[src/sv/lofm_pkg.sv]
// ----------------------------------------------------------------------------
// lofm_pkg
// Shared types and constants for the limit order fill matcher.
// ----------------------------------------------------------------------------
package lofm_pkg;

  // Order kinds
  localparam logic [1:0] KIND_LIMIT  = 2'd0;
  localparam logic [1:0] KIND_MARKET = 2'd1;
  localparam logic [1:0] KIND_NONE   = 2'd2;
  localparam logic [1:0] KIND_SPARE  = 2'd3;

  // Sides
  localparam logic SIDE_BUY  = 1'b0;
  localparam logic SIDE_SELL = 1'b1;

  // Request types
  localparam logic REQ_NEW   = 1'b0;
  localparam logic REQ_QUOTE = 1'b1;

  // Result kinds
  localparam logic RES_FILL   = 1'b0;
  localparam logic RES_REJECT = 1'b1;

  // Configuration register indexes
  localparam logic CFG_SLIPPAGE = 1'b0;
  localparam logic CFG_RATIO    = 1'b1;

  // Fill ratio value meaning one in Q1.16
  localparam logic [16:0] RATIO_ONE = 17'h10000;

  // One pending order
  typedef struct packed {
    logic [31:0] cid;
    logic [31:0] xid;
    logic [31:0] ins;
    logic        side;
    logic [1:0]  kind;
    logic [30:0] price;
    logic [30:0] qty;
  } entry_t;

  // Per-cell control from the queue controller
  typedef struct packed {
    logic shift;
    logic load;
  } cell_ctl_t;

endpackage

[src/sv/lofm_cell.sv]
// ----------------------------------------------------------------------------
// lofm_cell
// One queue slot. Takes its upper neighbor on a shift, or a new entry on load.
// ----------------------------------------------------------------------------
module lofm_cell (
  input  logic              clk_i,
  input  lofm_pkg::cell_ctl_t ctl_i,
  input  lofm_pkg::entry_t  nbr_i,
  input  lofm_pkg::entry_t  load_i,
  output lofm_pkg::entry_t  data_o
);
  import lofm_pkg::*;

  entry_t data_q;

  // load wins over shift, otherwise hold
  always_ff @(posedge clk_i) begin
    if (ctl_i.load) begin
      data_q <= load_i;
    end else if (ctl_i.shift) begin
      data_q <= nbr_i;
    end
  end

  assign data_o = data_q;

endmodule

[config.mk]
export PLATFORM = sky130hd
export DESIGN_NAME = lofm_cell
export DESIGN_NICKNAME = d
export VERILOG_FILES = /design/src/sv/lofm_pkg.sv /design/src/sv/lofm_cell.sv
export SDC_FILE = /design/constraint.sdc
export NUM_CORES = 1
export LEC_CHECK = 0
export ABC_AREA = 1
export BUFFER_PORTS_ARGS = -buffer_cell sky130_fd_sc_hd__buf_4
export CORE_AREA = 8 8 181 183
export CTS_CLUSTER_DIAMETER = 50
export DETAILED_ROUTE_END_ITERATION = 12
export DIE_AREA = 0 0 189 191
export GPL_ROUTABILITY_DRIVEN = 0
export PLACE_DENSITY = 0.57
export SYNTH_ARGS = -nofsm -noshare
export SYNTH_HDL_FRONTEND = slang
export SYNTH_SLANG_ARGS = --single-unit
[constraint.sdc]
create_clock -name clk_i -period 9 [get_ports clk_i]
set_input_delay 1.8 -clock clk_i [delete_from_list [all_inputs] [get_ports clk_i]]
set_output_delay 1.8 -clock clk_i [all_outputs]
set_load 0.02 [all_outputs]
# Word level (Yosys, flattened, before mapping)
# Index checks and enable logic that the tools add are counted.
# Widths: inputs -> output; s select.
# word_totals
ff_bits	161
inputBits	325
output_inout_bits	161
word_cells	10
# classes
n_mux	2
reduce_logical	1
# op_table
operator	count
$mux 161	2
$reduce_bool 2->1	1

# Logic depth before layout (Yosys ltp)
# Gate-level depths: netlist of the first run.
# logic_depth
word_depth	2
depth_mapped	6
mapped_depth_nobuf	3

# Worst setup path after synthesis of the first run
# OpenSTA, ideal clock, no wires.
# synth_path
path_type	input-to-reg
from	input ctl_i[0] (netlist bit)
to	register data_q (netlist bit data_o[0]), enable pin
setup_time_ps	453
arrival_time_ps	4051
required_ps	8547
setup_slack_ps	4496
cell_stages	3
n_path_buf	2
path_cell_list	buf_4 buf_4 or2_2
# synth_between
elab_chain_len	1
# synth_lines
item	line	text
from (decl)	lofm_cell.sv:7	input lofm_pkg::cell_ctl_t ctl_i,
$reduce_bool 2->1 (no line)	n/a	
to (signal assigned)	lofm_cell.sv:19	data_q <= load_i;
to (signal assigned)	lofm_cell.sv:21	data_q <= nbr_i;
to (decl)	lofm_cell.sv:14	entry_t data_q;
# Every way passes these cells.
# A chain may end at the register's enable or synchronous reset.

# Final worst setup path of the first run
# layout_path
from	input ctl_i[0] (netlist bit)
to	register data_q (netlist bit data_o[6]) (data pin)
# layout_between
elab_chain_len	1
# layout_lines
item	line	text
$mux 161	lofm_cell.sv:18	if (ctl_i.load) begin
# Every way passes these cells.

==> results.cfg, run 1 <==
[power]
p_int_uw = 1510
total_switching_power_uw = 583
relative_contribution_of_the_clock_network_to_total_power_pct = 33.3
design_power_total_uw = 2100
p_sw_share_pct = 27.8
p_comb_share_pct = 21.6
pwr-share-seq_pct = 45.1
total_leakage_power_uw = 0.00569
power_density_mw_per_mm2 = 184
ir_drop_mv = 0.0953

[cts]
tritoncts = yes
cts_resized = 0
clk_path_buf_depth = 2
cts_hold_buffers = 0
numCtsBuffers = 17
clock_sinks = 161
ctsRootBufferMaster = sky130_fd_sc_hd__clkbuf_16
h_tree_levels = 4
post-cts-setup-buffer-count = 0
path_clk_slew_ns = 0.07

[detailed_routing]
wirelength_um = 27700
first_iter_violations = 272
drt_pre_antenna_iters = 5
routed-via-count = 6346
detail_route.drc_violations = 0
post_drt_wl_per_cell_um = 17.7
avgViaCountPerCell = 4.06
post_detailed_route_count_of_antenna_violating_nets = 0

[logic_synthesis]
synth_area_per_cell_um2 = 10.1
synth_seq_cells = 161
syn-num-nets = 1006
ys_warnings = 0
ys_types = 7
ys_seq_area_share_pct = 70.0
post_synth_inst_count = 681
syn-cell-area_mm2 = 0.00690

[placement]
dp.cells = 1531
post-dp-hpwl_um = 21600
place_area_mm2 = 0.0108
buffer_ports.inserted = 485

[setup_path]
critical_path_class = in -> reg
critical_path.most_common_cell = sky130_fd_sc_hd__buf_4
crit_chain = buf_4, buf_4, buf_4, nand2_1, nand2_1
worstPathMaxFanout = 80
setup.worst_path.end_class = flip-flop
cp_data_arrival_time_ns = 3.73
cp.buffers_inverters = 3
worst-endpoint-required_ns = 9.29
crit_path_top_delay_cell = sky130_fd_sc_hd__buf_4
cp_top_family = buffers and inverters
critical-path-max-stage-delay_ns = 0.72
critical_path_source_type = input port

[final_layout]
largest_register_ff_count = 161
insertedDiodeCount = 0
finish.net_count = 1479
layout.cell_area.non_filler_mm2 = 0.0114
stdcell_count = 1563
most-common-layout-cells = sky130_fd_sc_hd__buf_4 (489), sky130_fd_sc_hd__nand2_1 (483), sky130_fd_sc_hd__edfxtp_1 (161)
most_common_cell_after_layout_fill_and_taps_aside = sky130_fd_sc_hd__buf_4
n_fill_cell = 3046
areaGrowthSynthToFinish_pct = 64.8
drive_above_1_share_pct = 44.5

[sta]
slew_headroom_pct = 20.4
fmaxAchievable_mhz = 290
setup-violations-final = 0
post-route-period-util_pct = 38.3
setup-tns-final_ns = 0
report.final.slew_viol_count = 0
timing_hold_violations_final = 0
fin_worst_hold_slack_ns = 1.64
grt_setup_unrepaired = no
min_period_ns = 3.45
tightestPinTransition_ns = 1.19

[run_status]
status = finished, final reports clean

[die]
chipWidth_um = 189
chipHeight_um = 191
initial_utilization_pct = 23.0
core_area_mm2 = 0.0300
fp-row-count = 64
die_footprint_mm2 = 0.0361
io_pins = 486

[global_route]
grt_pass1_vias = 6747
grt_overflow_total = 0
global_route.usage.total_pct = 14.5
global_route_wire_length_before_repair_um = 40100
grt_max_degree = 162
antenna_found_initial = 1

[worst_hold_path]
holdCritPathClass = in -> reg

[run]
maxCapViolCount = 0
## worst min-delay path, delay by kind of cell
kind	cells	cell delay, ns
buffers and inverters	1	0.08
and+or+nand+nor	2	0.08
## kinds of logic after synthesis
logic type | after synthesis | share of synthesized area [%]
and+or+nand+nor | 484 | 26.4
buffers and inverters | 36 | 3.61
DFF | 161 | 70.0
## stage by stage
step | worst slack (ns) | util [%]
final | 5.55 | 37.9
after global placement | 5.03 | 36.1
after detailed placement | 5.04 | 36.1
after floorplan | 4.50 | -
after global routing | 5.31 | 37.9
after CTS | 5.51 | 37.9
## layout make-up
| type | instances | area [um^2] | share of cell area [%] |
|---|---|---|---|
| clock inverters | 13 | 114 | 1.00 |
| flip-flops and latches | 161 | 4830 | 42.5 |
| multi-input cells | 484 | 1820 | 16.0 |
| repair buffers | 489 | 3670 | 32.3 |
| inverters | 1 | 8.76 | 0.0770 |
| clock buffers | 19 | 433 | 3.80 |
| well taps | 396 | 495 | 4.35 |
## synthesized netlist by cell type
cell	n	area, um^2
sky130_fd_sc_hd__buf_6	10	113
sky130_fd_sc_hd__edfxtp_1	161	4830
sky130_fd_sc_hd__buf_2	23	115
sky130_fd_sc_hd__inv_4	1	6.26
sky130_fd_sc_hd__or2_2	1	6.26
sky130_fd_sc_hd__nand2_1	483	1810
sky130_fd_sc_hd__buf_4	2	15.0
## power groups by stage
stage / clock [uW] / combinational, uW / sequential, uW
after floorplan: 0 / 82.0 / 1070
after global placement: 0 / 460 / 959
after detailed placement: 0 / 461 / 963
after CTS: 723 / 462 / 948
after global routing: 748 / 488 / 954
final: 698 / 452 / 946
## layer usage
metal | track usage (%) | part of all wire (%)
met4 | 3.19 | 0.82
met1 | 16.2 | 38
met2 | 24.6 | 49
met5 | 0 | 0.047
met3 | 7.44 | 12
## path summary, 6_finish.rpt
kind,startpoint,to,slack [ns],cells after the start
worst max-delay path,ctl_i[0],data_o[6],5.55,5
worst min-delay path,nbr_i[17],data_o[17],1.64,3
No activity file was read; power rests on OpenSTA's default activity.
==> run 2, diff against run 1 <==
--- a/config.mk
+++ b/config.mk
@@ -7,12 +7,12 @@
 export LEC_CHECK = 0
 export ABC_AREA = 1
 export BUFFER_PORTS_ARGS = -buffer_cell sky130_fd_sc_hd__buf_4
-export CORE_AREA = 8 8 181 183
+export CORE_AREA = 8 8 184 186
 export CTS_CLUSTER_DIAMETER = 50
 export DETAILED_ROUTE_END_ITERATION = 12
-export DIE_AREA = 0 0 189 191
+export DIE_AREA = 0 0 192 194
 export GPL_ROUTABILITY_DRIVEN = 0
-export PLACE_DENSITY = 0.57
+export PLACE_DENSITY = 0.56
 export SYNTH_ARGS = -nofsm -noshare
 export SYNTH_HDL_FRONTEND = slang
 export SYNTH_SLANG_ARGS = --single-unit
==> constraint.sdc (replaced) <==
create_clock -name clk_i -period 3.6 [get_ports clk_i]
set_input_delay 0.72 -clock clk_i [delete_from_list [all_inputs] [get_ports clk_i]]
set_output_delay 0.72 -clock clk_i [all_outputs]
set_load 0.02 [all_outputs]
==> run 2 against run 1 <==
Against the previous run: final cell count up 0.64%; die area up 3.2%; critical path type is now reg -> out; clock-buffer cell count down 1; highest routed layer is now met4; sequential share of layout area down 0.54 points; global-route usage up 0.50 points; largest cell class unchanged; via count down 0.32%; non-clock buffer count up 3; power rose to 2.6 times the previous value; sequential power up 150%.
==> results.cfg, run 2 (synthesis gave the netlist of run 1 again) <==
[final_layout]
most_common_cell_after_layout_fill_and_taps_aside = sky130_fd_sc_hd__buf_4
reg_area_mm2 = 0.00483
finish.net_count = 1482
drive_above_1_share_pct = 44.7
n_fill_cell = 3190
areaGrowthSynthToFinish_pct = 67.0
most-common-layout-cells = sky130_fd_sc_hd__buf_4 (487), sky130_fd_sc_hd__nand2_1 (483), sky130_fd_sc_hd__edfxtp_1 (161)
multi_input_area_mm2 = 0.00182
final_util_pct = 37.1
largest_register_ff_count = 161

[cts]
clock_sinks = 161
h_tree_levels = 4
path_clk_slew_ns = 0.07
cts_resized = 0
clk_path_buf_depth = 2
numCtsBuffers = 17
tritoncts = yes
cts_hold_buffers = 0
post-cts-setup-buffer-count = 0
ctsRootBufferMaster = sky130_fd_sc_hd__clkbuf_16

[die]
chipHeight_um = 194
fp-row-count = 65
core_area_mm2 = 0.0311
die_footprint_mm2 = 0.0372
io_pins = 486
initial_utilization_pct = 22.2
chipWidth_um = 192

[sta]
min_period_ns = 1.75
slew_headroom_pct = 48.3
setup-tns-final_ns = 0
fin_worst_hold_slack_ns = 0.558
post-route-period-util_pct = 48.7
grt_setup_unrepaired = no
setup-violations-final = 0
tightestPinTransition_ns = 0.775
timing_hold_violations_final = 0
report.final.slew_viol_count = 0
final_critical_path_setup_slack_ns = 1.85
fmaxAchievable_mhz = 570

[placement]
post-dp-hpwl_um = 23200
buffer_ports.inserted = 485
place_worst_setup_slack_ns = 1.50

[global_route]
grt_pass1_vias = 6632
grt_max_degree = 162
global_route.usage.total_pct = 15.0
grt_overflow_total = 0
global_route_wire_length_before_repair_um = 41800
antenna_found_initial = 3

[setup_path]
setup.worst_path.end_class = output port
crit_chain = buf_4
cp_top_family = flip-flops
critical-path-max-stage-delay_ns = 0.43
cp_num_cells = 1
cp.buffers_inverters = 1
worstPathMaxFanout = 1
cp_data_arrival_time_ns = 1.03
worst-endpoint-required_ns = 2.88
crit_path_top_delay_cell = sky130_fd_sc_hd__edfxtp_1
crit_path_start = data_o[65]
critical_path_class = reg -> out
critical_path_source_type = flip-flop

[detailed_routing]
post_detailed_route_count_of_antenna_violating_nets = 0
drt_pre_antenna_iters = 5
routed-via-count = 6326
avgViaCountPerCell = 4.02
first_iter_violations = 277
detail_route.drc_violations = 0
wirelength_um = 29200
post_drt_wl_per_cell_um = 18.6

[power]
power_density_mw_per_mm2 = 469
total_leakage_power_uw = 0.00577
ir_drop_mv = 0.258
design_power_total_uw = 5410

[worst_hold_path]
holdCritPathClass = in -> reg
holdCritStartpoint = nbr_i[75]
worst_hold_path.num_cells = 3

[run_status]
status = finished, final reports clean

[run]
maxCapViolCount = 0
==> run 2: power breakdown <==
group	internal, uW	switching, uW
Combinational	536	606
Sequential	2300	60.5
Clock	1110	797
==> run 2: final cells by class <==
| cell class | instances | area share, % |
|---|---|---|
| Antenna cell | 1 | 0.0217 |
| Clock buffer | 18 | 3.72 |
| Clock inverter | 14 | 1.54 |
| Inverter | 1 | 0.0760 |
| Multi-Input combinational cell | 484 | 15.8 |
| Sequential cell | 161 | 41.9 |
| Tap cell | 402 | 4.36 |
| Timing Repair Buffer | 492 | 32.5 |
==> run 2: per-stage QoR <==
step           instances  instance area [um^2]
2_1_floorplan        681                  6900
3_3_place_gp        1540                 10900
3_5_place_dp        1540                 10900
4_1_cts             1572                 11500
5_1_grt             1573                 11500
6_report            1573                 11500
==> run 2: final timing paths <==
kind    endpoint  slack, ns
max   data_o[65]       1.85
min   data_o[75]       0.56
==> run 2: metal layers <==
layer | track usage [%] | vias up | routed length [um]
li1 | - | 3141 | -
met1 | 15.8 | 2828 | 10300
met2 | 26.2 | 343 | 14600
met3 | 7.36 | 14 | 3950
met4 | 3.99 | 0 | 380
met5 | 0 | - | 0
==> run 3, diff against run 2 <==
==> config.mk (replaced) <==
export PLATFORM = sky130hd
export DESIGN_NAME = lofm_cell
export DESIGN_NICKNAME = d
export VERILOG_FILES = /design/src/sv/lofm_pkg.sv /design/src/sv/lofm_cell.sv
export SDC_FILE = /design/constraint.sdc
export NUM_CORES = 1
export LEC_CHECK = 0
export ABC_AREA = 0
export BUFFER_PORTS_ARGS = -buffer_cell sky130_fd_sc_hd__buf_4
export CORE_AREA = 8 8 183 185
export CTS_CLUSTER_DIAMETER = 50
export DETAILED_ROUTE_END_ITERATION = 12
export DIE_AREA = 0 0 191 193
export GPL_ROUTABILITY_DRIVEN = 0
export PLACE_DENSITY = 0.59
export SYNTH_ARGS = -nofsm -noshare
export SYNTH_HDL_FRONTEND = slang
export SYNTH_SLANG_ARGS = --single-unit
==> constraint.sdc (replaced) <==
create_clock -name clk_i -period 1.54 [get_ports clk_i]
set_input_delay 0.308 -clock clk_i [delete_from_list [all_inputs] [get_ports clk_i]]
set_output_delay 0.308 -clock clk_i [all_outputs]
set_load 0.02 [all_outputs]
==> run 3 against run 2 <==
Against the previous run: sequential share of layout area shrank 1.7 points; first-iteration DRC count shrank 52%; critical path type unchanged; routed wire length shrank 14%.
==> results.cfg, run 3 <==
[sta]
setup-violations-final = 0
fin_worst_hold_slack_ns = 0.178
final_critical_path_setup_slack_ns = 0.194
tightestPinTransition_ns = 0.264
slew_headroom_pct = 82.4
fmaxAchievable_mhz = 743
post-route-period-util_pct = 87.4
timing_hold_violations_final = 0
report.final.slew_viol_count = 0
grt_setup_unrepaired = no
min_period_ns = 1.35

[setup_path]
setup.worst_path.end_class = output port
crit_path_top_delay_cell = sky130_fd_sc_hd__edfxtp_1
cp_data_arrival_time_ns = 1.04
cp.buffers_inverters = 1
worst-endpoint-required_ns = 1.23
critical_path_class = reg -> out
crit_chain = buf_4
critical-path-max-stage-delay_ns = 0.43
cp_top_family = flip-flops
worstPathMaxFanout = 1
critical_path_source_type = flip-flop

[logic_synthesis]
ys_warnings = 0
syn-num-nets = 666
synth_edf_count = 161
synth_area_per_cell_um2 = 20.8
post_synth_xor_area_fraction_pct = 0
ys_async_rst_share_pct = 0
synth_most_common_cell = sky130_fd_sc_hd__edfxtp_1
ys_top_cells_by_area = sky130_fd_sc_hd__edfxtp_1 (68%), sky130_fd_sc_hd__mux2_4 (17%), sky130_fd_sc_hd__mux2_2 (13%)
synthDominantAreaCellType = sky130_fd_sc_hd__edfxtp_1
ys_seq_area_share_pct = 68.1
main_combinational_cell_family_by_area_after_synthesis = multiplexers
ys_dominant_reg_cell = sky130_fd_sc_hd__edfxtp_1
ys_types = 6
synth_seq_cells = 161
syn-cell-area_mm2 = 0.00710
multiplexer_share_of_the_synthesized_area_pct = 29.7
synth_top_cells_by_count = sky130_fd_sc_hd__edfxtp_1 (161), sky130_fd_sc_hd__mux2_2 (82), sky130_fd_sc_hd__mux2_4 (79), sky130_fd_sc_hd__buf_6 (10), sky130_fd_sc_hd__buf_2 (8)
yosys.area_share.simple_pct = 0.0881
netlist.area_leader.share_pct = 68.1
post_synth_inst_count = 341
synth_compound_area_share_pct = 0
synthAdderAreaFrac_pct = 0

[cts]
post-cts-setup-buffer-count = 0
clock_sinks = 161
cts_resized = 0
path_clk_slew_ns = 0.07
numCtsBuffers = 17
tritoncts = yes
cts_hold_buffers = 0
clk_path_buf_depth = 2
ctsRootBufferMaster = sky130_fd_sc_hd__clkbuf_16
h_tree_levels = 4

[detailed_routing]
detail_route.drc_violations = 0
first_iter_violations = 134
drt_pre_antenna_iters = 4
wirelength_um = 25100
routed-via-count = 5063
post_drt_wl_per_cell_um = 19.8
post_detailed_route_count_of_antenna_violating_nets = 0
avgViaCountPerCell = 3.98

[run_status]
status = finished, final reports clean

[die]
initial_utilization_pct = 23.0
core_area_mm2 = 0.0308
die_footprint_mm2 = 0.0369
io_pins = 486
chipHeight_um = 193
chipWidth_um = 191
fp-row-count = 65

[power]
ir_drop_mv = 0.691
total_leakage_power_uw = 0.00539
power_density_mw_per_mm2 = 1030
design_power_total_uw = 12400

[placement]
buffer_ports.inserted = 485
place_worst_setup_slack_ns = 0.0243
post-dp-hpwl_um = 20800

[global_route]
global_route_wire_length_before_repair_um = 34800
grt_pass1_vias = 5645
grt_max_degree = 27
grt.met1_usage_pct = 13.7
grt_most_used_layer = met2
antenna_found_initial = 0
met3_routing_resource_usage_after_global_routing_pct = 5.74
grt_overflow_total = 0
global_route.usage.total_pct = 12.8
grtUsageMet2_pct = 22.2

[final_layout]
insertedDiodeCount = 0
largest_register_ff_count = 161
most-common-layout-cells = sky130_fd_sc_hd__buf_4 (502), sky130_fd_sc_hd__edfxtp_1 (161), sky130_fd_sc_hd__mux2_2 (82)
finish.net_count = 1181
drive_above_1_share_pct = 81.0
n_fill_cell = 2935
areaGrowthSynthToFinish_pct = 69.0
most_common_cell_after_layout_fill_and_taps_aside = sky130_fd_sc_hd__buf_4

[worst_hold_path]
holdCritPathClass = in -> reg

[run]
maxCapViolCount = 0
## run 3: worst paths after layout
path,slack (ns),from,end,cells after the start
setup / recovery,0.19,data_o[40],data_o[40],1
hold / removal,0.18,nbr_i[113],data_o[113],2
## run 3: metrics by stage
| step | setup TNS (ns) | cell area (um^2) | utilization, % | cells |
|---|---|---|---|---|
| 2_1_floorplan | -126.18 | 7120 | - | 341 |
| 3_3_place_gp | 0 | 11500 | 37.2 | 1239 |
| 3_5_place_dp | 0 | 11500 | 37.2 | 1239 |
| 4_1_cts | 0 | 12000 | 38.9 | 1271 |
| 5_1_grt | 0 | 12000 | 38.9 | 1271 |
| 6_report | 0 | 12000 | 38.9 | 1271 |
## run 3: power by group
| part | switching, uW | total, uW | internal [uW] |
|---|---|---|---|
| logic | 1280 | 2840 | 1550 |
| registers | 155 | 5540 | 5380 |
| clock network | 1820 | 4040 | 2220 |
| total | 3260 | 12400 | 9150 |
## run 3: cell type report
cell class	instances	area (um^2)	area share, %
clock buffers	18	429	3.58
repair buffers	514	4000	33.3
clock inverters	14	116	0.969
flip-flops and latches	161	4830	40.3
well taps	402	503	4.19
multi-input cells	162	2120	17.6
## run 3: cells by family after synthesis
logic type / Yosys count
multiplexers: 161
buffers and inverters: 18
AND/OR/NAND/NOR: 1
flip-flops: 161
## run 3: routing by layer
layer | wire, um | share of wire (%)
met2 | 13000 | 52
met4 | 451 | 1.8
met1 | 9150 | 36
met5 | 0 | 0
met3 | 2500 | 9.9
